==> src/hw/rtl/assert_macros.svh <==
// Assertion macros used by the top level of the CAN frame text logger.
`ifndef ASSERT_MACROS_SVH
`define ASSERT_MACROS_SVH

// Same-cycle implication, checked on every rising clock edge outside reset.
`define ASSERT_IMPL(label, ante, cons, msg) \
  label: assert property (@(posedge clk_i) disable iff (!rst_ni) (ante) |-> (cons)) \
    else $error(msg);

// Next-cycle implication, checked on every rising clock edge outside reset.
`define ASSERT_NEXT(label, ante, cons, msg) \
  label: assert property (@(posedge clk_i) disable iff (!rst_ni) (ante) |=> (cons)) \
    else $error(msg);

`endif

==> src/hw/rtl/cftl_pkg.sv <==
// Types, constants and the microcode table of the CAN frame text logger.
`timescale 1ns / 1ps

package cftl_pkg;

  localparam int LINE_CHARS = 49;
  localparam int READY_W    = 5;

  // Field widths of the stream payloads.
  localparam int ID_W     = 12;
  localparam int LEN_W    = 4;
  localparam int DATA_W   = 64;
  localparam int STAMP_W  = 32;
  localparam int SEL_W    = 3;
  localparam int CHAR_W   = 8;
  localparam int BUF_W    = 3;
  localparam int POS_W    = 9;
  localparam int RLEN_W   = 10;
  localparam int STATUS_W = 2;

  localparam int S_TDATA_W = 120;
  localparam int M_TDATA_W = 40;

  localparam logic [CHAR_W-1:0] CH_SPACE   = 8'h20;
  localparam logic [CHAR_W-1:0] CH_COLON   = 8'h3A;
  localparam logic [CHAR_W-1:0] CH_NEWLINE = 8'h0A;
  localparam logic [CHAR_W-1:0] CH_NUL     = 8'h00;

  typedef enum logic [STATUS_W-1:0] {
    ST_CHAR     = 2'd0,
    ST_DROP     = 2'd1,
    ST_RELEASED = 2'd2,
    ST_BAD_BUF  = 2'd3
  } status_e;

  // What the datapath does during one microcode step.
  typedef enum logic [2:0] {
    ACT_FETCH,
    ACT_DISPATCH,
    ACT_SCAN,
    ACT_DROP,
    ACT_START,
    ACT_CHAR,
    ACT_REL_APPLY,
    ACT_REL_EMIT
  } act_e;

  // Where a character step takes its character from.
  typedef enum logic [2:0] {
    SRC_LIT,
    SRC_LINE,
    SRC_ID,
    SRC_LEN,
    SRC_DATA_HI,
    SRC_DATA_LO,
    SRC_STAMP
  } src_e;

  localparam int PC_W        = 6;
  localparam int UCODE_DEPTH = 56;

  typedef struct packed {
    act_e            act;
    src_e            src;
    logic [7:0]      arg;   // nibble index, data slot or literal character
    logic            jump;  // take tgt when the step completes
    logic [PC_W-1:0] tgt;
  } ctrl_t;

  typedef struct packed {
    logic in_fire;
    logic op_rel;
    logic cur_free;
    logic scan_last;
    logic push_ok;
  } cond_t;

  localparam logic [PC_W-1:0] PC_FETCH     = 6'd0;
  localparam logic [PC_W-1:0] PC_START     = 6'd4;
  localparam logic [PC_W-1:0] PC_REL_APPLY = 6'd54;

  // Step 0 waits for an item, steps 5 to 53 emit the 49 characters of a line.
  localparam ctrl_t UCODE [UCODE_DEPTH] = '{
    '{ACT_FETCH,     SRC_LIT,     8'd0,       1'b0, PC_FETCH},
    '{ACT_DISPATCH,  SRC_LIT,     8'd0,       1'b0, PC_REL_APPLY},
    '{ACT_SCAN,      SRC_LIT,     8'd0,       1'b0, PC_START},
    '{ACT_DROP,      SRC_LIT,     8'd0,       1'b1, PC_FETCH},
    '{ACT_START,     SRC_LIT,     8'd0,       1'b0, PC_FETCH},
    '{ACT_CHAR,      SRC_LINE,    8'd7,       1'b0, PC_FETCH},
    '{ACT_CHAR,      SRC_LINE,    8'd6,       1'b0, PC_FETCH},
    '{ACT_CHAR,      SRC_LINE,    8'd5,       1'b0, PC_FETCH},
    '{ACT_CHAR,      SRC_LINE,    8'd4,       1'b0, PC_FETCH},
    '{ACT_CHAR,      SRC_LINE,    8'd3,       1'b0, PC_FETCH},
    '{ACT_CHAR,      SRC_LINE,    8'd2,       1'b0, PC_FETCH},
    '{ACT_CHAR,      SRC_LINE,    8'd1,       1'b0, PC_FETCH},
    '{ACT_CHAR,      SRC_LINE,    8'd0,       1'b0, PC_FETCH},
    '{ACT_CHAR,      SRC_LIT,     CH_SPACE,   1'b0, PC_FETCH},
    '{ACT_CHAR,      SRC_ID,      8'd2,       1'b0, PC_FETCH},
    '{ACT_CHAR,      SRC_ID,      8'd1,       1'b0, PC_FETCH},
    '{ACT_CHAR,      SRC_ID,      8'd0,       1'b0, PC_FETCH},
    '{ACT_CHAR,      SRC_LIT,     CH_SPACE,   1'b0, PC_FETCH},
    '{ACT_CHAR,      SRC_LEN,     8'd0,       1'b0, PC_FETCH},
    '{ACT_CHAR,      SRC_LIT,     CH_COLON,   1'b0, PC_FETCH},
    '{ACT_CHAR,      SRC_LIT,     CH_SPACE,   1'b0, PC_FETCH},
    '{ACT_CHAR,      SRC_DATA_HI, 8'd0,       1'b0, PC_FETCH},
    '{ACT_CHAR,      SRC_DATA_LO, 8'd0,       1'b0, PC_FETCH},
    '{ACT_CHAR,      SRC_LIT,     CH_SPACE,   1'b0, PC_FETCH},
    '{ACT_CHAR,      SRC_DATA_HI, 8'd1,       1'b0, PC_FETCH},
    '{ACT_CHAR,      SRC_DATA_LO, 8'd1,       1'b0, PC_FETCH},
    '{ACT_CHAR,      SRC_LIT,     CH_SPACE,   1'b0, PC_FETCH},
    '{ACT_CHAR,      SRC_DATA_HI, 8'd2,       1'b0, PC_FETCH},
    '{ACT_CHAR,      SRC_DATA_LO, 8'd2,       1'b0, PC_FETCH},
    '{ACT_CHAR,      SRC_LIT,     CH_SPACE,   1'b0, PC_FETCH},
    '{ACT_CHAR,      SRC_DATA_HI, 8'd3,       1'b0, PC_FETCH},
    '{ACT_CHAR,      SRC_DATA_LO, 8'd3,       1'b0, PC_FETCH},
    '{ACT_CHAR,      SRC_LIT,     CH_SPACE,   1'b0, PC_FETCH},
    '{ACT_CHAR,      SRC_DATA_HI, 8'd4,       1'b0, PC_FETCH},
    '{ACT_CHAR,      SRC_DATA_LO, 8'd4,       1'b0, PC_FETCH},
    '{ACT_CHAR,      SRC_LIT,     CH_SPACE,   1'b0, PC_FETCH},
    '{ACT_CHAR,      SRC_DATA_HI, 8'd5,       1'b0, PC_FETCH},
    '{ACT_CHAR,      SRC_DATA_LO, 8'd5,       1'b0, PC_FETCH},
    '{ACT_CHAR,      SRC_LIT,     CH_SPACE,   1'b0, PC_FETCH},
    '{ACT_CHAR,      SRC_DATA_HI, 8'd6,       1'b0, PC_FETCH},
    '{ACT_CHAR,      SRC_DATA_LO, 8'd6,       1'b0, PC_FETCH},
    '{ACT_CHAR,      SRC_LIT,     CH_SPACE,   1'b0, PC_FETCH},
    '{ACT_CHAR,      SRC_DATA_HI, 8'd7,       1'b0, PC_FETCH},
    '{ACT_CHAR,      SRC_DATA_LO, 8'd7,       1'b0, PC_FETCH},
    '{ACT_CHAR,      SRC_LIT,     CH_SPACE,   1'b0, PC_FETCH},
    '{ACT_CHAR,      SRC_STAMP,   8'd7,       1'b0, PC_FETCH},
    '{ACT_CHAR,      SRC_STAMP,   8'd6,       1'b0, PC_FETCH},
    '{ACT_CHAR,      SRC_STAMP,   8'd5,       1'b0, PC_FETCH},
    '{ACT_CHAR,      SRC_STAMP,   8'd4,       1'b0, PC_FETCH},
    '{ACT_CHAR,      SRC_STAMP,   8'd3,       1'b0, PC_FETCH},
    '{ACT_CHAR,      SRC_STAMP,   8'd2,       1'b0, PC_FETCH},
    '{ACT_CHAR,      SRC_STAMP,   8'd1,       1'b0, PC_FETCH},
    '{ACT_CHAR,      SRC_STAMP,   8'd0,       1'b0, PC_FETCH},
    '{ACT_CHAR,      SRC_LIT,     CH_NEWLINE, 1'b1, PC_FETCH},
    '{ACT_REL_APPLY, SRC_LIT,     8'd0,       1'b0, PC_FETCH},
    '{ACT_REL_EMIT,  SRC_LIT,     8'd0,       1'b1, PC_FETCH}
  };

  // Uppercase ASCII hex digit.
  function automatic logic [CHAR_W-1:0] hex_char(input logic [3:0] nib);
    logic [CHAR_W-1:0] wide;
    wide = {4'h0, nib};
    if (nib < 4'd10) begin
      hex_char = 8'h30 + wide;
    end else begin
      hex_char = 8'h37 + wide;
    end
  endfunction

endpackage

==> src/hw/rtl/can_frame_text_logger.sv <==
// Top level of the CAN frame text logger: microcode sequencer plus datapath.
// A logged frame passes through fetch, dispatch, one or more scan steps (up to NUM_BUFFERS)
// and start; its 49 characters then leave one per cycle unless stalled.
// A dropped frame ends in a drop step, a release item in release apply and release emit.
// A result is valid in the cycle after the step that pushes it.
// Reset clears the line number, the current buffer, all fill levels and ready flags.
`timescale 1ns / 1ps

`include "assert_macros.svh"

module can_frame_text_logger #(
  parameter int NUM_BUFFERS  = 5,
  parameter int BUFFER_BYTES = 512
) (
  input  logic          clk_i,
  input  logic          rst_ni,
  input  logic          s_axis_tvalid_i,
  output logic          s_axis_tready_o,
  // frame_id[11:0], frame_len[15:12], frame_data[79:16], stamp_us[111:80],
  // release_sel[114:112], zero fill above
  input  logic [119:0]  s_axis_tdata_i,
  // op[0]
  input  logic [0:0]    s_axis_tuser_i,
  output logic          m_axis_tvalid_o,
  input  logic          m_axis_tready_i,
  // ascii_char[7:0], buf_num[10:8], byte_pos[19:11], released_len[29:20],
  // ready_flags[34:30], zero fill above
  output logic [39:0]   m_axis_tdata_o,
  // status[1:0]
  output logic [1:0]    m_axis_tuser_o,
  output logic          m_axis_tlast_o
);

  cftl_pkg::ctrl_t ctrl;
  cftl_pkg::cond_t cond;

  cftl_seq u_seq (
    .clk_i  (clk_i),
    .rst_ni (rst_ni),
    .cond_i (cond),
    .ctrl_o (ctrl)
  );

  cftl_dp #(
    .NUM_BUFFERS  (NUM_BUFFERS),
    .BUFFER_BYTES (BUFFER_BYTES)
  ) u_dp (
    .clk_i           (clk_i),
    .rst_ni          (rst_ni),
    .ctrl_i          (ctrl),
    .cond_o          (cond),
    .s_axis_tvalid_i (s_axis_tvalid_i),
    .s_axis_tready_o (s_axis_tready_o),
    .s_axis_tdata_i  (s_axis_tdata_i),
    .s_axis_tuser_i  (s_axis_tuser_i),
    .m_axis_tvalid_o (m_axis_tvalid_o),
    .m_axis_tready_i (m_axis_tready_i),
    .m_axis_tdata_o  (m_axis_tdata_o),
    .m_axis_tuser_o  (m_axis_tuser_o),
    .m_axis_tlast_o  (m_axis_tlast_o)
  );

  // Every accepted item is followed by the dispatch step.
  `ASSERT_NEXT(a_fire_dispatch, s_axis_tvalid_i && s_axis_tready_o, ctrl.act == cftl_pkg::ACT_DISPATCH, "accepted item not dispatched")

  // Drop, release and bad-buffer results are single transfers and end the item.
  `ASSERT_IMPL(a_single_last, m_axis_tvalid_o && (m_axis_tuser_o != cftl_pkg::ST_CHAR), m_axis_tlast_o, "single result without tlast")

  // After the newline is pushed the sequencer returns to waiting for an item.
  `ASSERT_NEXT(a_line_end, (ctrl.act == cftl_pkg::ACT_CHAR) && ctrl.jump && cond.push_ok, ctrl.act == cftl_pkg::ACT_FETCH, "sequencer did not return after line")

endmodule

==> src/hw/rtl/cftl_seq.sv <==
// Microcode sequencer: step counter, control word lookup and branching.
`timescale 1ns / 1ps

module cftl_seq (
  input  logic                clk_i,
  input  logic                rst_ni,
  input  cftl_pkg::cond_t     cond_i,
  output cftl_pkg::ctrl_t     ctrl_o
);

  logic [cftl_pkg::PC_W-1:0] pc_q;
  logic [cftl_pkg::PC_W-1:0] pc_d;
  logic [cftl_pkg::PC_W-1:0] pc_inc;
  cftl_pkg::ctrl_t           word;

  assign word   = cftl_pkg::UCODE[pc_q];
  assign ctrl_o = word;
  assign pc_inc = pc_q + cftl_pkg::PC_W'(1);

  always_comb begin
    pc_d = pc_q;
    unique case (word.act)
      cftl_pkg::ACT_FETCH: begin
        if (cond_i.in_fire) begin
          pc_d = pc_inc;
        end
      end
      cftl_pkg::ACT_DISPATCH: begin
        pc_d = cond_i.op_rel ? word.tgt : pc_inc;
      end
      cftl_pkg::ACT_SCAN: begin
        // Stay on the scan step while full buffers are skipped.
        if (cond_i.cur_free) begin
          pc_d = word.tgt;
        end else if (cond_i.scan_last) begin
          pc_d = pc_inc;
        end
      end
      cftl_pkg::ACT_DROP, cftl_pkg::ACT_CHAR, cftl_pkg::ACT_REL_EMIT: begin
        if (cond_i.push_ok) begin
          pc_d = word.jump ? word.tgt : pc_inc;
        end
      end
      cftl_pkg::ACT_START, cftl_pkg::ACT_REL_APPLY: begin
        pc_d = pc_inc;
      end
      default: begin
        pc_d = cftl_pkg::PC_FETCH;
      end
    endcase
  end

  always_ff @(posedge clk_i or negedge rst_ni) begin
    if (!rst_ni) begin
      pc_q <= cftl_pkg::PC_FETCH;
    end else begin
      pc_q <= pc_d;
    end
  end

endmodule

==> src/hw/rtl/cftl_dp.sv <==
// Datapath: buffer bookkeeping, character formatting and the output register.
`timescale 1ns / 1ps

module cftl_dp #(
  parameter int NUM_BUFFERS  = 5,
  parameter int BUFFER_BYTES = 512
) (
  input  logic                                 clk_i,
  input  logic                                 rst_ni,
  input  cftl_pkg::ctrl_t                      ctrl_i,
  output cftl_pkg::cond_t                      cond_o,
  input  logic                                 s_axis_tvalid_i,
  output logic                                 s_axis_tready_o,
  input  logic [cftl_pkg::S_TDATA_W-1:0]       s_axis_tdata_i,
  input  logic [0:0]                           s_axis_tuser_i,
  output logic                                 m_axis_tvalid_o,
  input  logic                                 m_axis_tready_i,
  output logic [cftl_pkg::M_TDATA_W-1:0]       m_axis_tdata_o,
  output logic [cftl_pkg::STATUS_W-1:0]        m_axis_tuser_o,
  output logic                                 m_axis_tlast_o
);

  localparam int IDX_W  = $clog2(NUM_BUFFERS);
  localparam int FILL_W = $clog2(BUFFER_BYTES);
  localparam logic [FILL_W-1:0] FULL_AT  = FILL_W'(BUFFER_BYTES - cftl_pkg::LINE_CHARS);
  localparam logic [FILL_W-1:0] LINE_ADD = FILL_W'(cftl_pkg::LINE_CHARS);
  localparam logic [IDX_W-1:0]  LAST_BUF = IDX_W'(NUM_BUFFERS - 1);

  // Control state.
  logic [31:0]            line_q;
  logic [IDX_W-1:0]       cur_q;
  logic [FILL_W-1:0]      fill_q [NUM_BUFFERS];
  logic [NUM_BUFFERS-1:0] ready_q;
  logic [IDX_W-1:0]       scan_q;
  logic                   out_valid_q;

  // Latched item and line payload.
  logic                             op_q;
  logic [cftl_pkg::ID_W-1:0]        id_q;
  logic [cftl_pkg::LEN_W-1:0]       len_q;
  logic [cftl_pkg::DATA_W-1:0]      data_q;
  logic [cftl_pkg::STAMP_W-1:0]     stamp_q;
  logic [cftl_pkg::SEL_W-1:0]       sel_q;
  logic [FILL_W-1:0]                pos_q;
  logic [IDX_W-1:0]                 wbuf_q;
  logic [FILL_W-1:0]                rlen_q;
  logic [cftl_pkg::M_TDATA_W-1:0]   out_data_q;
  logic [cftl_pkg::STATUS_W-1:0]    out_user_q;
  logic                             out_last_q;

  logic                          in_fire;
  logic                          push_ok;
  logic                          push;
  logic [IDX_W-1:0]              rd_idx;
  logic [FILL_W-1:0]             fill_rd;
  logic [FILL_W-1:0]             fill_sum;
  logic                          cur_free;
  logic                          sel_ok;
  logic [IDX_W-1:0]              cur_next;
  logic [cftl_pkg::READY_W-1:0]  flags;
  logic [cftl_pkg::CHAR_W-1:0]   char_val;
  logic [cftl_pkg::CHAR_W-1:0]   o_char;
  logic [cftl_pkg::BUF_W-1:0]    o_buf;
  logic [cftl_pkg::POS_W-1:0]    o_pos;
  logic [cftl_pkg::RLEN_W-1:0]   o_rlen;
  cftl_pkg::status_e             o_status;
  logic                          o_last;

  assign s_axis_tready_o = (ctrl_i.act == cftl_pkg::ACT_FETCH);
  assign in_fire         = s_axis_tvalid_i && s_axis_tready_o;
  assign push_ok         = !out_valid_q || m_axis_tready_i;
  assign push            = push_ok && ((ctrl_i.act == cftl_pkg::ACT_DROP) ||
                                       (ctrl_i.act == cftl_pkg::ACT_CHAR) ||
                                       (ctrl_i.act == cftl_pkg::ACT_REL_EMIT));

  // The fill levels have one read port, steered to the release target when needed.
  assign sel_ok   = (32'(sel_q) < NUM_BUFFERS);
  assign rd_idx   = (ctrl_i.act == cftl_pkg::ACT_REL_APPLY) ? sel_q[IDX_W-1:0] : cur_q;
  assign fill_rd  = fill_q[rd_idx];
  assign fill_sum = fill_rd + LINE_ADD;
  assign cur_free = (fill_rd < FULL_AT);
  assign cur_next = (cur_q == LAST_BUF) ? '0 : cur_q + IDX_W'(1);

  assign cond_o.in_fire   = in_fire;
  assign cond_o.op_rel    = op_q;
  assign cond_o.cur_free  = cur_free;
  assign cond_o.scan_last = (scan_q == LAST_BUF);
  assign cond_o.push_ok   = push_ok;

  for (genvar gi = 0; gi < cftl_pkg::READY_W; gi++) begin : g_flags
    if (gi < NUM_BUFFERS) begin : g_on
      assign flags[gi] = ready_q[gi];
    end else begin : g_off
      assign flags[gi] = 1'b0;
    end
  end

  // Character of the current line step.
  always_comb begin
    logic [3:0]                  nib;
    logic [cftl_pkg::LEN_W-1:0]  dlen;
    logic [cftl_pkg::LEN_W-1:0]  slot_sum;
    logic [7:0]                  byte_val;
    logic                        use_hex;
    nib      = 4'h0;
    use_hex  = 1'b1;
    char_val = cftl_pkg::CH_SPACE;
    dlen     = (len_q > 4'd8) ? 4'd8 : len_q;
    slot_sum = dlen + {1'b0, ctrl_i.arg[2:0]};
    byte_val = data_q[{slot_sum[2:0], 3'b000} +: 8];
    case (ctrl_i.src)
      cftl_pkg::SRC_LIT: begin
        use_hex  = 1'b0;
        char_val = ctrl_i.arg;
      end
      cftl_pkg::SRC_LINE:  nib = line_q[{ctrl_i.arg[2:0], 2'b00} +: 4];
      cftl_pkg::SRC_ID:    nib = id_q[{ctrl_i.arg[1:0], 2'b00} +: 4];
      cftl_pkg::SRC_LEN:   nib = len_q;
      cftl_pkg::SRC_STAMP: nib = stamp_q[{ctrl_i.arg[2:0], 2'b00} +: 4];
      cftl_pkg::SRC_DATA_HI, cftl_pkg::SRC_DATA_LO: begin
        // Data is right-aligned: slot i shows byte (dlen + i - 8) if that exists.
        use_hex = slot_sum[3];
        nib     = (ctrl_i.src == cftl_pkg::SRC_DATA_HI) ? byte_val[7:4] : byte_val[3:0];
      end
      default: use_hex = 1'b0;
    endcase
    if (use_hex) begin
      char_val = cftl_pkg::hex_char(nib);
    end
  end

  // Fields of the result pushed in this step.
  always_comb begin
    o_char   = cftl_pkg::CH_NUL;
    o_buf    = cftl_pkg::BUF_W'(cur_q);
    o_pos    = '0;
    o_rlen   = '0;
    o_status = cftl_pkg::ST_DROP;
    o_last   = 1'b1;
    unique case (ctrl_i.act)
      cftl_pkg::ACT_CHAR: begin
        o_char   = char_val;
        o_buf    = cftl_pkg::BUF_W'(wbuf_q);
        o_pos    = cftl_pkg::POS_W'(pos_q);
        o_status = cftl_pkg::ST_CHAR;
        o_last   = ctrl_i.jump;
      end
      cftl_pkg::ACT_REL_EMIT: begin
        o_buf    = sel_q;
        o_rlen   = cftl_pkg::RLEN_W'(rlen_q);
        o_status = sel_ok ? cftl_pkg::ST_RELEASED : cftl_pkg::ST_BAD_BUF;
      end
      default: begin
      end
    endcase
  end

  always_ff @(posedge clk_i or negedge rst_ni) begin
    if (!rst_ni) begin
      line_q      <= '0;
      cur_q       <= '0;
      ready_q     <= '0;
      scan_q      <= '0;
      out_valid_q <= 1'b0;
      for (int i = 0; i < NUM_BUFFERS; i++) begin
        fill_q[i] <= '0;
      end
    end else begin
      if (push) begin
        out_valid_q <= 1'b1;
      end else if (m_axis_tready_i) begin
        out_valid_q <= 1'b0;
      end
      unique case (ctrl_i.act)
        cftl_pkg::ACT_FETCH: begin
          if (in_fire) begin
            scan_q <= '0;
          end
        end
        cftl_pkg::ACT_SCAN: begin
          if (!cur_free) begin
            ready_q[cur_q] <= 1'b1;
            cur_q          <= cur_next;
            scan_q         <= scan_q + IDX_W'(1);
          end
        end
        cftl_pkg::ACT_START: begin
          fill_q[cur_q] <= fill_sum;
          if (fill_sum >= FULL_AT) begin
            ready_q[cur_q] <= 1'b1;
            cur_q          <= cur_next;
          end
        end
        cftl_pkg::ACT_CHAR: begin
          if (push_ok && ctrl_i.jump) begin
            line_q <= line_q + 32'd1;
          end
        end
        cftl_pkg::ACT_REL_APPLY: begin
          if (sel_ok) begin
            fill_q[rd_idx]  <= '0;
            ready_q[rd_idx] <= 1'b0;
          end
        end
        default: begin
        end
      endcase
    end
  end

  always_ff @(posedge clk_i) begin
    if (in_fire) begin
      op_q    <= s_axis_tuser_i[0];
      id_q    <= s_axis_tdata_i[11:0];
      len_q   <= s_axis_tdata_i[15:12];
      data_q  <= s_axis_tdata_i[79:16];
      stamp_q <= s_axis_tdata_i[111:80];
      sel_q   <= s_axis_tdata_i[114:112];
    end
    if (ctrl_i.act == cftl_pkg::ACT_START) begin
      pos_q  <= fill_rd;
      wbuf_q <= cur_q;
    end else if ((ctrl_i.act == cftl_pkg::ACT_CHAR) && push_ok) begin
      pos_q <= pos_q + FILL_W'(1);
    end
    if (ctrl_i.act == cftl_pkg::ACT_REL_APPLY) begin
      rlen_q <= sel_ok ? fill_rd : '0;
    end
    if (push) begin
      out_data_q <= {5'b0, flags, o_rlen, o_pos, o_buf, o_char};
      out_user_q <= o_status;
      out_last_q <= o_last;
    end
  end

  assign m_axis_tvalid_o = out_valid_q;
  assign m_axis_tdata_o  = out_data_q;
  assign m_axis_tuser_o  = out_user_q;
  assign m_axis_tlast_o  = out_last_q;

endmodule

==> config.mk <==
export PLATFORM = sky130hd
export DESIGN_NAME = can_frame_text_logger
export DESIGN_NICKNAME = d
export VERILOG_FILES = /design/src/hw/rtl/cftl_pkg.sv /design/src/hw/rtl/can_frame_text_logger.sv /design/src/hw/rtl/cftl_seq.sv /design/src/hw/rtl/cftl_dp.sv
export VERILOG_INCLUDE_DIRS = /design/src /design/src/hw/rtl
export SDC_FILE = /design/constraint.sdc
export NUM_CORES = 1
export LEC_CHECK = 0
export ABC_AREA = 1
export ABC_CLOCK_PERIOD_IN_PS = 19350
export BUFFER_PORTS_ARGS = -buffer_cell sky130_fd_sc_hd__clkbuf_2
export CORE_AREA = 10 10 157 159
export DETAILED_ROUTE_END_ITERATION = 12
export DIE_AREA = 0 0 167 169
export PLACE_DENSITY = 0.84
export SKIP_CTS_REPAIR_TIMING = 1
export SYNTH_ARGS = -nofsm -noshare
export SYNTH_HDL_FRONTEND = slang
export SYNTH_SLANG_ARGS = --single-unit
==> constraint.sdc <==
create_clock -name clk_i -period 19.35 [get_ports clk_i]
set_input_delay 0.9675 -clock clk_i [delete_from_list [all_inputs] [get_ports clk_i]]
set_output_delay 0.9675 -clock clk_i [all_outputs]
set_load 0.02 [all_outputs]
**Yosys cells after proc, flatten, opt, wreduce, memory -nomap -nowiden**

Memories as Yosys holds them, arrays and structs flattened.
Cells that the tools add are included.

- $add $sub $neg: 9
- $lt $le $gt $ge: 14
- Eq/ne operators: 21
- Shift-type cells: 4
- Muxes and demuxes: 49
- Bitwise operators: 8
- Reduce and logical (&&, ||, !) cells: 30

Operators by type and width:

| cell | number |
|---|---|
| case mux 45 bit (2 select lines) | 1 |
| variable part select 32 x 6 -> 4 bit | 2 |
| variable part select 64 x 7 -> 8 bit | 1 |
| demux 9 bit (select 3 bit) | 2 |
| two-way mux 9 bit | 6 |
| AND 45 bit | 1 |
| bitwise mux 45 bit | 1 |
| two-way mux 45 bit | 1 |
| NOT 45 bit | 1 |
| two-way mux 21 bit | 2 |
| two-way mux 6 bit | 6 |
| adder 32 x 1 -> 32 bit (second input constant) | 1 |
| case mux 6 bit (5 select lines) | 1 |
| binary-select mux 9 bit (select 3 bit) | 1 |
| == test 3 bit (second input constant) | 9 |
| two-way mux 8 bit | 3 |
| case mux 4 bit (5 select lines) | 1 |
| two-way mux 3 bit | 6 |
| case mux 3 bit (2 select lines) | 3 |
| two-way mux 5 bit | 3 |
| case mux 5 bit (3 select lines) | 1 |
| adder 6 x 4 -> 7 bit (first input constant) | 2 |
| == test 3 x 2 -> 1 bit (second input constant) | 4 |
| variable part select 12 x 5 -> 4 bit | 1 |
| other kinds (41) | 75 |

- Flip-flop bits (word level): 270
- Bits in read-only memories: 1344
- Input bits: 125
- Output and inout bits: 45
- Word-level logic and storage cells: 161
- Memories kept: 1

Memories:

| memory | depth | width | rd ports | clocked after memory_dff | wr ports | RTL line | source |
|---|---|---|---|---|---|---|---|
| (name not given) | 64 | 21 | 1 | 0 | 0 | cftl_seq.sv:16 | `assign word = cftl_pkg::UCODE[pc_q];` |

**Depth between registers and ports, before layout**

Gate-level depths: netlist of run 1.

- Depth after elaboration: 15
- Mapped depth: 29
- Gate-level depth less buffers: 29

**Cells and area by module**

A second synthesis of run 1 with hierarchy kept.

- Cells, all modules: 1488
- Area, all modules: 13808.2 um2

By module, submodules not included:

| module | instances | cells each | area each (um2) | seq. area each (um2) |
|---|---|---|---|---|
| cftl_dp | 1 | 1233 | 12410.7 | 7452.1 |
| cftl_seq | 1 | 255 | 1397.6 | 150.1 |

**Least setup slack after synthesis of run 1**

Ideal clock, no wire load.

- Path type: register to register
- Start: register u_seq.pc_q[1] (netlist bit)
- End: register u_dp.data_q[0] (netlist bit), enable pin
- Setup time: 737 ps
- Arrival: 9310 ps
- Required time: 18613 ps
- Setup slack: 9303 ps
- Cell stages (with the launch flop): 11
- Path buffers: 0
- Period minus slack after synthesis: 10047 ps
- Path through: dfrtp_1 -> inv_1 -> ha_1 -> inv_1 -> a21oi_2 -> nand2_1 -> nand2_4 -> inv_1 -> nor2_1 -> inv_1 -> nor3_1

- Word-level cells in the longest chain between the ends: 6

Ends and longest elaborated chain:

| what | RTL line | source |
|---|---|---|
| from (decl) | cftl_seq.sv:11 | `logic [cftl_pkg::PC_W-1:0] pc_q;` |
| from (signal assigned) | cftl_seq.sv:55 | `pc_q <= cftl_pkg::PC_FETCH;` |
| from (signal assigned) | cftl_seq.sv:57 | `pc_q <= pc_d;` |
| NOT 6 -> 7 bit (not written as such) | cftl_seq.sv:16 |  |
| memory read (64 x 21 bit) | n/a |  |
| two-way mux 21 bit (not written as such) (2 in series) | cftl_seq.sv:16 |  |
| zero test 3 bit | cftl_dp.sv:69 | `assign s_axis_tready_o = (ctrl_i.act == cftl_pkg::ACT_FETCH);` |
| logical AND 1 bit | cftl_dp.sv:70 | `assign in_fire = s_axis_tvalid_i && s_axis_tready_o;` |
| net u_dp.in_fire | cftl_dp.sv:51 | `logic in_fire;` |
| to (signal assigned) | cftl_dp.sv:216 | `data_q <= s_axis_tdata_i[79:16];` |
| to (decl) | cftl_dp.sv:41 | `logic [cftl_pkg::DATA_W-1:0] data_q;` |

The timed path passes the listed nets, and every way through them passes these cells. The select of a mux whose other input is x is not followed.
A chain may end at the register's enable or synchronous reset.

**Final worst setup path of run 1**

- Start: register u_seq.pc_q[2] (netlist bit)
- End: register u_dp.out_data_q, in the netlist u_dp.m_axis_tdata_o[2], data pin

- Word-level cells in the longest chain between the ends: 11
- Elaborated cells on any way between the ends: 28
- Classes of those cells: add/sub: 3; order compare: 1; eq/ne: 7; shift: 4; mux: 8; bitwise: 1; reduce/logical: 3; memory: 1

Ends and longest elaborated chain:

| what | RTL line | source |
|---|---|---|
| NOT 6 -> 7 bit (not written as such) * | cftl_seq.sv:16 |  |
| memory read (64 x 21 bit) * | n/a |  |
| two-way mux 21 bit (not written as such) * (2 in series) | cftl_seq.sv:16 |  |
| adder 4 x 3 -> 4 bit | cftl_dp.sv:109 | `slot_sum = dlen + {1'b0, ctrl_i.arg[2:0]};` |
| variable part select 64 x 7 -> 8 bit | cftl_dp.sv:110 | `byte_val = data_q[{slot_sum[2:0], 3'b000} +: 8];` |
| two-way mux 4 bit | cftl_dp.sv:123 | `nib = (ctrl_i.src == cftl_pkg::SRC_DATA_HI) ? byte_val[7:4] : byte_val[3:0];` |
| case mux 4 bit (5 select lines) | cftl_dp.sv:111 | `case (ctrl_i.src)` |
| adder 6 x 4 -> 7 bit (tied with other cells) | cftl_pkg.sv:149 | `hex_char = 8'h37 + wide;` |
| two-way mux 8 bit | cftl_pkg.sv:146 | `if (nib < 4'd10) begin` |
| two-way mux 8 bit | cftl_dp.sv:127 | `if (use_hex) begin` |
| to (signal assigned) | cftl_dp.sv:230 | `out_data_q <= {5'b0, flags, o_rlen, o_pos, o_buf, o_char};` |
| to (decl) | cftl_dp.sv:47 | `logic [cftl_pkg::M_TDATA_W-1:0] out_data_q;` |

Every way passes the cells marked *; elsewhere a longest branch is shown, timed or not. The select of a mux whose other input is x is not followed.

==> results of run 1 <==
power by group:
part	total [W]	switching, W	internal (W)
clock network	0.000531	0.000218	0.000313
logic	0.00144	0.00102	0.000418
registers	0.000846	0.0000653	0.000781
total	0.00282	0.00130	0.00151
worst max-delay path: cells and delay by family (launching register included):
kind / cells / cell delay [ns]
buffers and inverters: 4 / 1.58
adder cells (fa/ha/maj): 4 / 1.77
AND/OR/NAND/NOR: 6 / 1.19
AO/OA/AOI/OAI: 6 / 1.26
flip-flops: 1 / 0.69
registers in the layout, summed over array words and instances (netlist names), 4 cells and up:
| signal | cells |
|---|---|
| u_dp.rlen_q | 9 |
| u_seq.pc_q | 6 |
| u_dp.line_q | 32 |
| u_dp.m_axis_tdata_o | 33 |
| u_dp.data_q | 64 |
| u_dp.id_q | 12 |
| u_dp.stamp_q | 32 |
| u_dp.fill_q | 45 |
| u_dp.len_q | 4 |
| u_dp.flags | 5 |
| u_dp.pos_q | 9 |
layer usage:
| metal | vias to the layer above | routed length (µm) | track usage, % |
|---|---|---|---|
| met1 | 5062 | 13000 | 28.7 |
| met4 | 0 | 1160 | 8.86 |
| met3 | 104 | 2910 | 4.49 |
| met5 | - | 0 | 0 |
| li1 | 4994 | - | - |
| met2 | 550 | 16100 | 38.2 |
through the flow:
| step | power, W | instances | instance area (µm²) | setup slack [ns] | utilization, % |
|---|---|---|---|---|---|
| 2_1_floorplan | 0.00189 | 1385 | 13300 | 9.30 | - |
| 3_3_place_gp | 0.00221 | 1783 | 14300 | 12.89 | 66.3 |
| 3_5_place_dp | 0.00226 | 1783 | 14300 | 12.86 | 66.3 |
| 4_1_cts | 0.00280 | 1832 | 15200 | 12.74 | 70.5 |
| 5_1_grt | 0.00302 | 1832 | 15200 | 12.04 | 70.5 |
| 6_report | 0.00282 | 1832 | 15200 | 12.56 | 70.5 |
Yosys cell counts, types with 9 or more instances:
cell type | n | share of area [%]
nor2_2 | 12 | 0.56
clkbuf_1 | 23 | 0.65
o21ai_0 | 93 | 3.5
nand3_1 | 69 | 2.6
inv_1 | 156 | 4.4
nand4_1 | 17 | 0.80
nor2_1 | 107 | 3.0
edfxtp_1 | 173 | 39
o22ai_1 | 44 | 2.1
xor2_1 | 40 | 2.6
nor3_1 | 20 | 0.75
dfrtp_1 | 95 | 18
nand2_2 | 15 | 0.71
nand2_1 | 275 | 7.8
inv_2 | 15 | 0.42
o21ai_1 | 18 | 0.68
buf_4 | 9 | 0.51
ha_1 | 22 | 2.1
a21oi_1 | 59 | 2.2
o211ai_1 | 18 | 1.0
cell families (layout without fill, tap and decap cells):
family                     after synthesis  in the layout  share of synthesized area [%]
and+or+nand+nor                        550            550                           19.0
AOI/OAI and AO/OA                      271            271                           12.1
DFF                                    268            268                           56.9
buffers and inverters                  220            387                           6.69
xor gates and xnor gates                45             45                           2.96
adders and majority gates               23             23                           2.22
other                                    1              7                         0.0282
muxes                                    1              1                         0.0846
how the worst max path moves through the flow:
stage             startpoint                      to  slack [ns]  cells after the start
2_1_floorplan  u_seq.pc_q[1]          u_dp.data_q[0]        9.30                     10
3_3_place_gp   u_seq.pc_q[2]  u_dp.m_axis_tdata_o[2]       12.89                     20
3_5_place_dp   u_seq.pc_q[2]  u_dp.m_axis_tdata_o[2]       12.86                     20
4_1_cts        u_seq.pc_q[2]  u_dp.m_axis_tdata_o[2]       12.74                     20
5_1_grt        u_seq.pc_q[2]  u_dp.m_axis_tdata_o[2]       12.04                     20
6_report       u_seq.pc_q[2]  u_dp.m_axis_tdata_o[2]       12.56                     20
layout make-up:
cell class              count  share of cell area, %
clock buffers              32                   4.64
clock inverters            17                   1.28
inverters                 175                   4.32
multi-input cells         897                   32.1
flip-flops and latches    268                   49.8
well taps                 280                   2.31
repair buffers            163                   5.49
==> metrics.md, run 1 <==
| Metric | Value |
|---|---|
| H-tree Lvls | 1 |
| Final WL | 33200 µm |
| YS warnings | 0 |
| Area of the multi-input gates | 0.00488 mm² |
| 1st-iter DRT viols | 1206 |
| Yosys reg bits | 268 |
| Total number of vias | 10.7k |
| Hold Path Class | in -> async |
| Total congestion overflow | 0 |
| Post-synthesis cell area | 0.0133 mm² |
| Worst IR Drop VDD | 0.129 mV |
| R2R Path End | u_dp.m_axis_tdata_o[2] |
| Worst Path Max Fanout | 23 |
| Final clock skew | 0.0214 ns |
| GP Congestion | 0.944 |
| Crit Reg-Reg Startpoint | u_seq.pc_q[2] |
| Final Hold Violating Endpoints | 0 |
| Power Dens Cells | 185 mW/mm² |
| Die ar. | 0.0282 mm² |
| Number of flops mapped to enable cells by yosys | 173 |
| Vias in the first global route | 10.9k |
| Commonest register cell after synthesis | edfxtp_1 |
| Register Area | 0.00757 mm² |
| HPWL after DPL | 23300 µm |
| Clk slew on worst S/H paths | 0.06 ns |
| Slowest stage cell, crit path | fa_1 |
| CP startpoint kind | register |
| Endpoint type of the worst setup path | register |
| Initial Util | 61.7% |
| CTS tree | done |
| Synth cell types | 57 |
| CTS Sinks | 268 |
| Crit path cell chain | inv_2, ha_1, nor3_1, o21ai_0, nand2_1, inv_1, ha_1, fa_1, clkinv_1, a21oi_1, a22oi_1, o21ai_0, a21oi_1, a221oi_1, nand2_1, inv_1, ha_1, nand4_1, nand2_1, nor3_1 |
| Die height | 169 µm |
| Commonest cells after routing, fill and taps aside | nand2_1 (275), edfxtp_1 (173), inv_1 (156), clkbuf_2 (156), nor2_1 (106) |
| Vias/cell | 5.85 |
| Tcrit/Tclk final | 35.1% |
| Max Cap Viol | 0 |
| I/O Buffers | 157 |
| Mapped Cells | 1379 |
| Remaining antenna violation count after routing | 0 |
| Total core area | 0.0216 mm² |
| Worst path max stage delay | 0.90 ns |
| Detailed-route wire length per cell | 18.1 µm |
| Worst reg2reg setup slack | 12.56 ns |
| Sequential share of the synthesized area | 56.9% |
| Final min period | 6.79 ns |
| Synth Area per Inst | 9.65 µm² |
| RSZ-0062 raised after global routing | no |
| Number of buffers created by CTS | 27 |
| Fin nets | 1680 |
| Critical setup path kind | reg -> reg |
| Layout cell share with drive strength beyond 1 | 18.4% |
| Leak Pwr | 6.70 nW |
| Largest net degree at the start of global routing | 61 |
| Worst Reg-to-Reg Cells | 20 |
| Req. time, crit path | 19.62 ns |
| Worst slew margin | 24.1% |
| DRT Pass-1 Iters | 7 |
| First-pass GRT wire length | 53600 µm |
| Final setup vio count | 0 |
| Fin Hold WS | 0.414 ns |
| Fin. max-slew vios | 0 |
| Global-route usage over all layers | 22.8% |
| F_max | 147 MHz |
| Root buf cell | clkbuf_16 |
| Rows | 54 |
| Initial antenna violation count | 0 |
| Crit path arrival time | 7.06 ns |
| # DRC | 0 |
| CTS max path bufs | 3 |
| Worst Tran Pin Value | 1.14 ns |
| N_diodes | 0 |
| Fraction of registers with async set or reset after synthesis | 35.4% |
| P&R area growth vs syn | 14.1% |
| Setup TNS | 0 ns |
| Die X | 167 µm |
| Top Ports | 170 |
| Status | finished, final reports clean |
| Worst-Skew Late Latency | 0.54 ns |
| Commonest non-fill, non-tap cell in the layout | nand2_1 |
| # fillers | 1537 |
(Power assumes the default switching activity.)
==> run 2: changes to the inputs <==
ABC_CLOCK_PERIOD_IN_PS = 6300   (was 19350)
CORE_AREA = 10 10 163 165   (was 10 10 157 159)
DIE_AREA = 0 0 173 175   (was 0 0 167 169)
PLACE_DENSITY = 0.78   (was 0.84)
clock period = 6.3 ns   (was 19.35 ns; I/O delays follow)
==> metrics.md, run 2 (synthesized netlist as in run 1, its figures left out) <==
| Metric | Value |
|---|---|
| CTS max path bufs | 3 (unchanged) |
| Initial Util | 57.2% (was 61.7%) |
| Rows | 56 (was 54) |
| Final WL | 36000 µm (was 33200 µm) |
| P&R area growth vs syn | 24.6% (was 14.1%) |
| Endpoint type of the worst setup path | register (unchanged) |
| Fin. max-slew vios | 0 (unchanged) |
| Cells on Worst Hold Path | 4 |
| Max Cap Viol | 0 (unchanged) |
| Min-delay src | m_axis_tready_i |
| H-tree Lvls | 1 (unchanged) |
| GP Congestion | 0.899 (was 0.944) |
| Number of buffers created by CTS | 29 (was 27) |
| Setup TNS | 0 ns (unchanged) |
| I/O Buffers | 157 (unchanged) |
| Initial antenna violation count | 1 (was 0) |
| # fillers | 1685 (was 1537) |
| HPWL after DPL | 23200 µm (was 23300 µm) |
| Top Ports | 170 (unchanged) |
| Final Hold Violating Endpoints | 0 (unchanged) |
| # DRC | 0 (unchanged) |
| Vias in the first global route | 10.2k (was 10.9k) |
| RSZ-0062 raised after global routing | no (unchanged) |
| Die X | 173 µm (was 167 µm) |
| Max reg flops | 64 (unchanged) |
| Critical setup path kind | reg -> reg (unchanged) |
| Largest Register | u_dp.data_q (unchanged) |
| CTS tree | done (unchanged) |
| F_max | 193 MHz (was 147 MHz) |
| Status | finished, final reports clean (unchanged) |
| Clk slew on worst S/H paths | 0.06 ns (about the same) |
| First-pass GRT wire length | 52200 µm (was 53600 µm) |
| Global-route usage over all layers | 20.7% (was 22.8%) |
| Power Dens Cells | 540 mW/mm² (was 185 mW/mm²) |
| Worst Path Max Fanout | 21 (was 23) |
| Die height | 175 µm (was 169 µm) |
| Tcrit/Tclk final | 82.4% (was 35.1%) |
| Hold Path Class | in -> reg (was in -> async) |
| Final clock skew | 0.0105 ns (was 0.0214 ns) |
| R2R Path End | u_dp.m_axis_tdata_o[2] (unchanged) |
| Fin Hold WS | 0.219 ns (was 0.414 ns) |
| DRT Pass-1 Iters | 6 (was 7) |
| Worst Reg-to-Reg Cells | 23 (was 20) |
| Req. time, crit path | 6.58 ns (was 19.62 ns) |
| Detailed-route wire length per cell | 18.0 µm (was 18.1 µm) |
| Worst slew margin | 19.0% (was 24.1%) |
| Root buf cell | clkbuf_16 (unchanged) |
| Leak Pwr | 7.29 nW (was 6.70 nW) |
| Hold endpoint | u_dp.m_axis_tvalid_o |
| Total number of vias | 11.1k (was 10.7k) |
| CTS Sinks | 268 (unchanged) |
| Worst IR Drop VDD | 0.358 mV (was 0.129 mV) |
| Worst reg2reg setup slack | 1.11 ns (was 12.56 ns) |
| Fin nets | 1808 (was 1680) |
| Crit Reg-Reg Startpoint | u_seq.pc_q[2] (unchanged) |
| Final min period | 5.19 ns (was 6.79 ns) |
| Total core area | 0.0233 mm² (was 0.0216 mm²) |
| Total congestion overflow | 0 (unchanged) |
| Worst-Skew Late Latency | 0.54 ns (about the same) |
| Commonest cells after routing, fill and taps aside | nand2_1 (275), edfxtp_1 (173), inv_1 (156), clkbuf_2 (156), dlygate4sd3_1 (117) (was nand2_1 (275), edfxtp_1 (173), inv_1 (156), clkbuf_2 (156), nor2_1 (106)) |
| Largest net degree at the start of global routing | 62 (was 61) |
| CP startpoint kind | register (unchanged) |
| Commonest non-fill, non-tap cell in the layout | nand2_1 (unchanged) |
| Die ar. | 0.0303 mm² (was 0.0282 mm²) |
| Layout cell share with drive strength beyond 1 | 17.5% (was 18.4%) |
| Worst Tran Pin Value | 1.20 ns (was 1.14 ns) |
| Crit path arrival time | 5.48 ns (was 7.06 ns) |
| Fin util | 71.3% (was 70.5%) |
| Vias/cell | 5.53 (was 5.85) |
| 1st-iter DRT viols | 1107 (was 1206) |
| Final setup vio count | 0 (unchanged) |
| Remaining antenna violation count after routing | 0 (unchanged) |
-- run 2: stage by stage --
step / setup WS, ns / total power (W) / instances / area, µm²
finish: 1.11 / 0.00896 / 2001 / 16600
detailed placement: 1.25 / 0.00702 / 1831 / 14400
global placement: 1.28 / 0.00694 / 1831 / 14400
global route: 0.730 / 0.00962 / 2001 / 16600
floorplan: 1.68 / 0.00579 / 1385 / 13300
CTS: 1.20 / 0.00881 / 1883 / 15400
-- run 2: power by group --
group | leakage [nW] | switching, W | internal, W
logic | 3.99 | 0.00319 | 0.00140
clock network | 0.485 | 0.000682 | 0.00109
registers | 2.82 | 0.000205 | 0.00240
-- run 2: cell type report --
| cell class | count | area (µm²) | area share, % |
|---|---|---|---|
| Antenna cell | 1 | 2.50 | 0.0151 |
| Clock buffer | 32 | 747 | 4.50 |
| Clock inverter | 20 | 251 | 1.52 |
| Inverter | 175 | 657 | 3.96 |
| Multi-Input combinational cell | 897 | 4890 | 29.5 |
| Sequential cell | 268 | 7570 | 45.6 |
| Tap cell | 319 | 399 | 2.41 |
| Timing Repair Buffer | 289 | 2070 | 12.5 |
-- run 2: worst max-delay path, stage by stage, from the launching register on --
cell,delay (ns)
dfrtp_1,0.72
inv_2,0.19
ha_1,0.25
nor3_1,0.18
o21ai_0,0.09
nand2_1,0.10
buf_4,0.26
inv_1,0.10
ha_1,0.24
fa_1,0.50
buf_4,0.22
clkinv_1,0.26
a21oi_1,0.22
a32o_1,0.18
nand2_1,0.07
o21ai_0,0.18
nand2_1,0.10
a221oi_1,0.41
nand2_1,0.13
inv_1,0.09
ha_1,0.19
nand4_1,0.10
nand2_1,0.08
nor3_1,0.06
-- run 2: how the worst max path moves through the flow --
stage	from	to	slack, ns	cells past startpoint
floorplan	u_seq.pc_q[1]	u_dp.data_q[0]	1.68	10
global placement	u_seq.pc_q[2]	u_dp.m_axis_tdata_o[2]	1.28	22
detailed placement	u_seq.pc_q[2]	u_dp.m_axis_tdata_o[2]	1.25	22
CTS	u_seq.pc_q[2]	u_dp.m_axis_tdata_o[2]	1.20	22
global route	u_seq.pc_q[2]	u_dp.m_axis_tdata_o[4]	0.73	27
finish	u_seq.pc_q[2]	u_dp.m_axis_tdata_o[2]	1.11	23
-- run 2: layer usage --
metal	vias to the layer above	part of all wire, %	GRT usage (%)
li1	5269	-	-
met1	5223	42	29.2
met2	509	47	31.7
met3	63	8.3	4.38
met4	0	2.2	6.14
met5	-	0	0
==> run 3: changes to the inputs <==
ABC_CLOCK_PERIOD_IN_PS = 4400   (was 6300)
CORE_AREA = 10 10 170 172   (was 10 10 163 165)
DIE_AREA = 0 0 180 182   (was 0 0 173 175)
PLACE_DENSITY = 0.75   (was 0.78)
clock period = 4.4 ns   (was 6.3 ns; I/O delays follow)
==> metrics.md, run 3 (synthesized netlist as in run 1, its figures left out) <==
| Metric | Value |
|---|---|
| Worst Path Max Fanout | 6 (was 21) |
| CP startpoint kind | register (unchanged) |
| Fin area | 0.0168 mm² (was 0.0166 mm²) |
| Met3 Use GR | 4.59% (was 4.38%) |
| Total congestion overflow | 0 (unchanged) |
| Worst Tran Pin Value | 1.06 ns (was 1.20 ns) |
| Crit path arrival time | 4.59 ns (was 5.48 ns) |
| H-tree Lvls | 1 (unchanged) |
| Fin util | 65.7% (was 71.3%) |
| # fillers | 1942 (was 1685) |
| Min-delay src | m_axis_tready_i (unchanged) |
| Layout cell share with drive strength beyond 1 | 19.6% (was 17.5%) |
| Final min period | 4.30 ns (was 5.19 ns) |
| R2R Path End | u_dp.m_axis_tdata_o[2] (unchanged) |
| Max Cap Viol | 0 (unchanged) |
| Area of the multi-input gates | 0.00492 mm² (was 0.00489 mm²) |
| First-pass GRT wire length | 53400 µm (was 52200 µm) |
| Cell Area, Placed | 0.0146 mm² (was 0.0144 mm²) |
| Worst path max stage delay | 0.66 ns (was 0.72 ns) |
| Worst reg2reg setup slack | 0.10 ns (was 1.11 ns) |
| Commonest cells after routing, fill and taps aside | nand2_1 (273), edfxtp_1 (173), clkbuf_2 (156), inv_1 (153), dlygate4sd3_1 (117) (was nand2_1 (275), edfxtp_1 (173), inv_1 (156), clkbuf_2 (156), dlygate4sd3_1 (117)) |
| Crit path cell chain | inv_4, ha_1, nand2_1, nand3_1, o21ai_0, a31oi_1, nand2_1, inv_1, ha_2, fa_2, clkinvlp_4, buf_4, a21oi_1, a32o_1, nand2_1, o21ai_0, nand2_1, nand3_1, nand3_1, inv_1, ha_1, nand4_1, nand2_1, nor3_1 (was inv_2, ha_1, nor3_1, o21ai_0, nand2_1, buf_4, inv_1, ha_1, fa_1, buf_4, clkinv_1, a21oi_1, a32o_1, nand2_1, o21ai_0, nand2_1, a221oi_1, nand2_1, inv_1, ha_1, nand4_1, nand2_1, nor3_1) |
| Overall power | 0.0133 W (was 0.00896 W) |
| RSZ-0062 raised after global routing | yes (was no) |
| Leak Pwr | 7.39 nW (was 7.29 nW) |
| Post-place setup slack | 0.0595 ns (was 1.25 ns) |
| Fin nets | 1837 (was 1808) |
| Setup crit end | u_dp.m_axis_tdata_o[2] (unchanged) |
| Status | finished, final reports clean (unchanged) |
| Met1 GRT Util | 26.0% (was 29.2%) |
| Total core area | 0.0256 mm² (was 0.0233 mm²) |
| Largest net degree at the start of global routing | 74 (was 62) |
| Fin. max-slew vios | 0 (unchanged) |
| Critical path's top delay family | adder cells (unchanged) |
| Power Dens Cells | 791 mW/mm² (was 540 mW/mm²) |
| Max reg flops | 64 (unchanged) |
| GP Congestion | 0.928 (was 0.899) |
| Final clock skew | 0.0113 ns (was 0.0105 ns) |
| Vias/cell | 5.52 (was 5.53) |
| Die height | 182 µm (was 175 µm) |
| Initial Util | 52.0% (was 57.2%) |
| Req. time, crit path | 4.69 ns (was 6.58 ns) |
| Die X | 180 µm (was 173 µm) |
| HPWL after DPL | 24200 µm (was 23200 µm) |
| Final Hold Violating Endpoints | 0 (unchanged) |
| Setup crit start | u_seq.pc_q[1] (was u_seq.pc_q[2]) |
| Most common cell on crit path | nand2_1 (unchanged) |
| Global-route usage over all layers | 19.5% (was 20.7%) |
| Rows | 59 (was 56) |
| Commonest non-fill, non-tap cell in the layout | nand2_1 (unchanged) |
| Critical Path Stages | 24 (was 23) |
| Endpoint type of the worst setup path | register (unchanged) |
| Die ar. | 0.0328 mm² (was 0.0303 mm²) |
| Largest Register | u_dp.data_q (unchanged) |
| Met2 Track Usage GR | 31.3% (was 31.7%) |
| GR peak layer | met2 (unchanged) |
| # DRC | 0 (unchanged) |
| Crit Reg-Reg Startpoint | u_seq.pc_q[1] (was u_seq.pc_q[2]) |
| I/O Buffers | 157 (unchanged) |
| Slack of the critical path | 0.102 ns (was 1.11 ns) |
| Remaining antenna violation count after routing | 0 (unchanged) |
| CTS tree | done (unchanged) |
| Slowest stage cell, crit path | fa_2 (was dfrtp_1) |
| Worst slew margin | 29.1% (was 19.0%) |
| Number of buffers created by CTS | 29 (unchanged) |
| F_max | 233 MHz (was 193 MHz) |
| Final WL | 37700 µm (was 36000 µm) |
| Buf/Inv on CP | 5 (was 6) |
| Hold Path Class | in -> reg (unchanged) |
| Worst-Skew Late Latency | 0.55 ns (was 0.54 ns) |
| Vias in the first global route | 10.3k (was 10.2k) |
| Final setup vio count | 0 (unchanged) |
| Tcrit/Tclk final | 97.7% (was 82.4%) |
| Critical setup path kind | reg -> reg (unchanged) |
| Clk slew on worst S/H paths | 0.06 ns (about the same) |
| DRT Pass-1 Iters | 6 (unchanged) |
| Worst IR Drop VDD | 0.482 mV (was 0.358 mV) |
| CTS Sinks | 268 (unchanged) |
| Total number of vias | 11.3k (was 11.1k) |
| Initial antenna violation count | 1 (unchanged) |
| Detailed-route wire length per cell | 18.4 µm (was 18.0 µm) |
| Register Area | 0.00758 mm² (was 0.00757 mm²) |
| Top Ports | 170 (unchanged) |
| CTS max path bufs | 3 (unchanged) |
| P&R area growth vs syn | 26.4% (was 24.6%) |
| 1st-iter DRT viols | 1220 (was 1107) |
| Root buf cell | clkbuf_16 (unchanged) |
| Worst Reg-to-Reg Cells | 24 (was 23) |
==> run 3: cell count changes in the layout (fill, tap and decap cells not counted), sizes merged <==
| cell | delta |
|---|---|
| clkinvlp | +2 |
| buf | +28 |
| clkbuf | +3 |
| bufinv | -2 |
| clkinv | -1 |
==> run 3: area by class of cell <==
cell class / instances / area share (%)
sequential: 268 / 45.0
inverter: 175 / 3.96
timing repair inverter: 1 / 0.0298
clock inverter: 18 / 1.18
tap: 335 / 2.49
antenna: 1 / 0.0149
multi-input combinational: 897 / 29.3
clock buffer: 35 / 4.45
timing repair buffer: 317 / 13.6
==> run 3: stage by stage <==
step / setup TNS, ns / std cells / hold slack [ns]
5_1_grt: -0.275 / 2047 / 0.0844
2_1_floorplan: -21.18 / 1385 / -0.0756
3_5_place_dp: 0 / 1870 / 0.338
6_report: 0 / 2047 / 0.0591
4_1_cts: 0 / 1923 / -0.234
3_3_place_gp: 0 / 1870 / 0.329
==> run 3: how the worst min path moves through the flow <==
stage | to | slack, ns | cells after the start
global placement | u_dp.line_q[31] | 0.33 | 1
finish | u_dp.m_axis_tvalid_o | 0.06 | 4
detailed placement | u_dp.line_q[27] | 0.34 | 1
CTS | u_seq.pc_q[2] | -0.23 | 1
global route | u_dp.m_axis_tvalid_o | 0.08 | 4
floorplan | u_dp.cur_q[0] | -0.08 | 0
==> run 3: worst reg2reg max path: stages (launching register included) <==
cell and delay [ns]:
dfrtp_2 0.47, inv_4 0.12, ha_1 0.23, nand2_1 0.07, nand3_1 0.06, o21ai_0 0.08, a31oi_1 0.06, nand2_1 0.09
inv_1 0.08, ha_2 0.22, fa_2 0.66, clkinvlp_4 0.23, buf_4 0.22, a21oi_1 0.12, a32o_1 0.17, nand2_1 0.07
o21ai_0 0.09, nand2_1 0.08, nand3_1 0.11, nand3_1 0.14, inv_1 0.13, ha_1 0.21, nand4_1 0.15, nand2_1 0.11
nor3_1 0.06
==> run 3: power by group <==
part	internal [W]	leakage (nW)	total, W	switching, W
combinational	0.00233	4.12	0.00716	0.00484
sequential	0.00344	2.81	0.00370	0.000260
clock	0.00144	0.457	0.00245	0.00101
total	0.00721	7.39	0.0133	0.00611
==> run 3: routing by layer <==
| metal | up-vias | wire length [µm] | part of all wire, % |
|---|---|---|---|
| li1 | 5324 | - | - |
| met1 | 5301 | 14800 | 39 |
| met3 | 92 | 3520 | 9.3 |
| met5 | - | 0 | 0 |
| met2 | 590 | 18300 | 48 |
| met4 | 0 | 1090 | 2.9 |
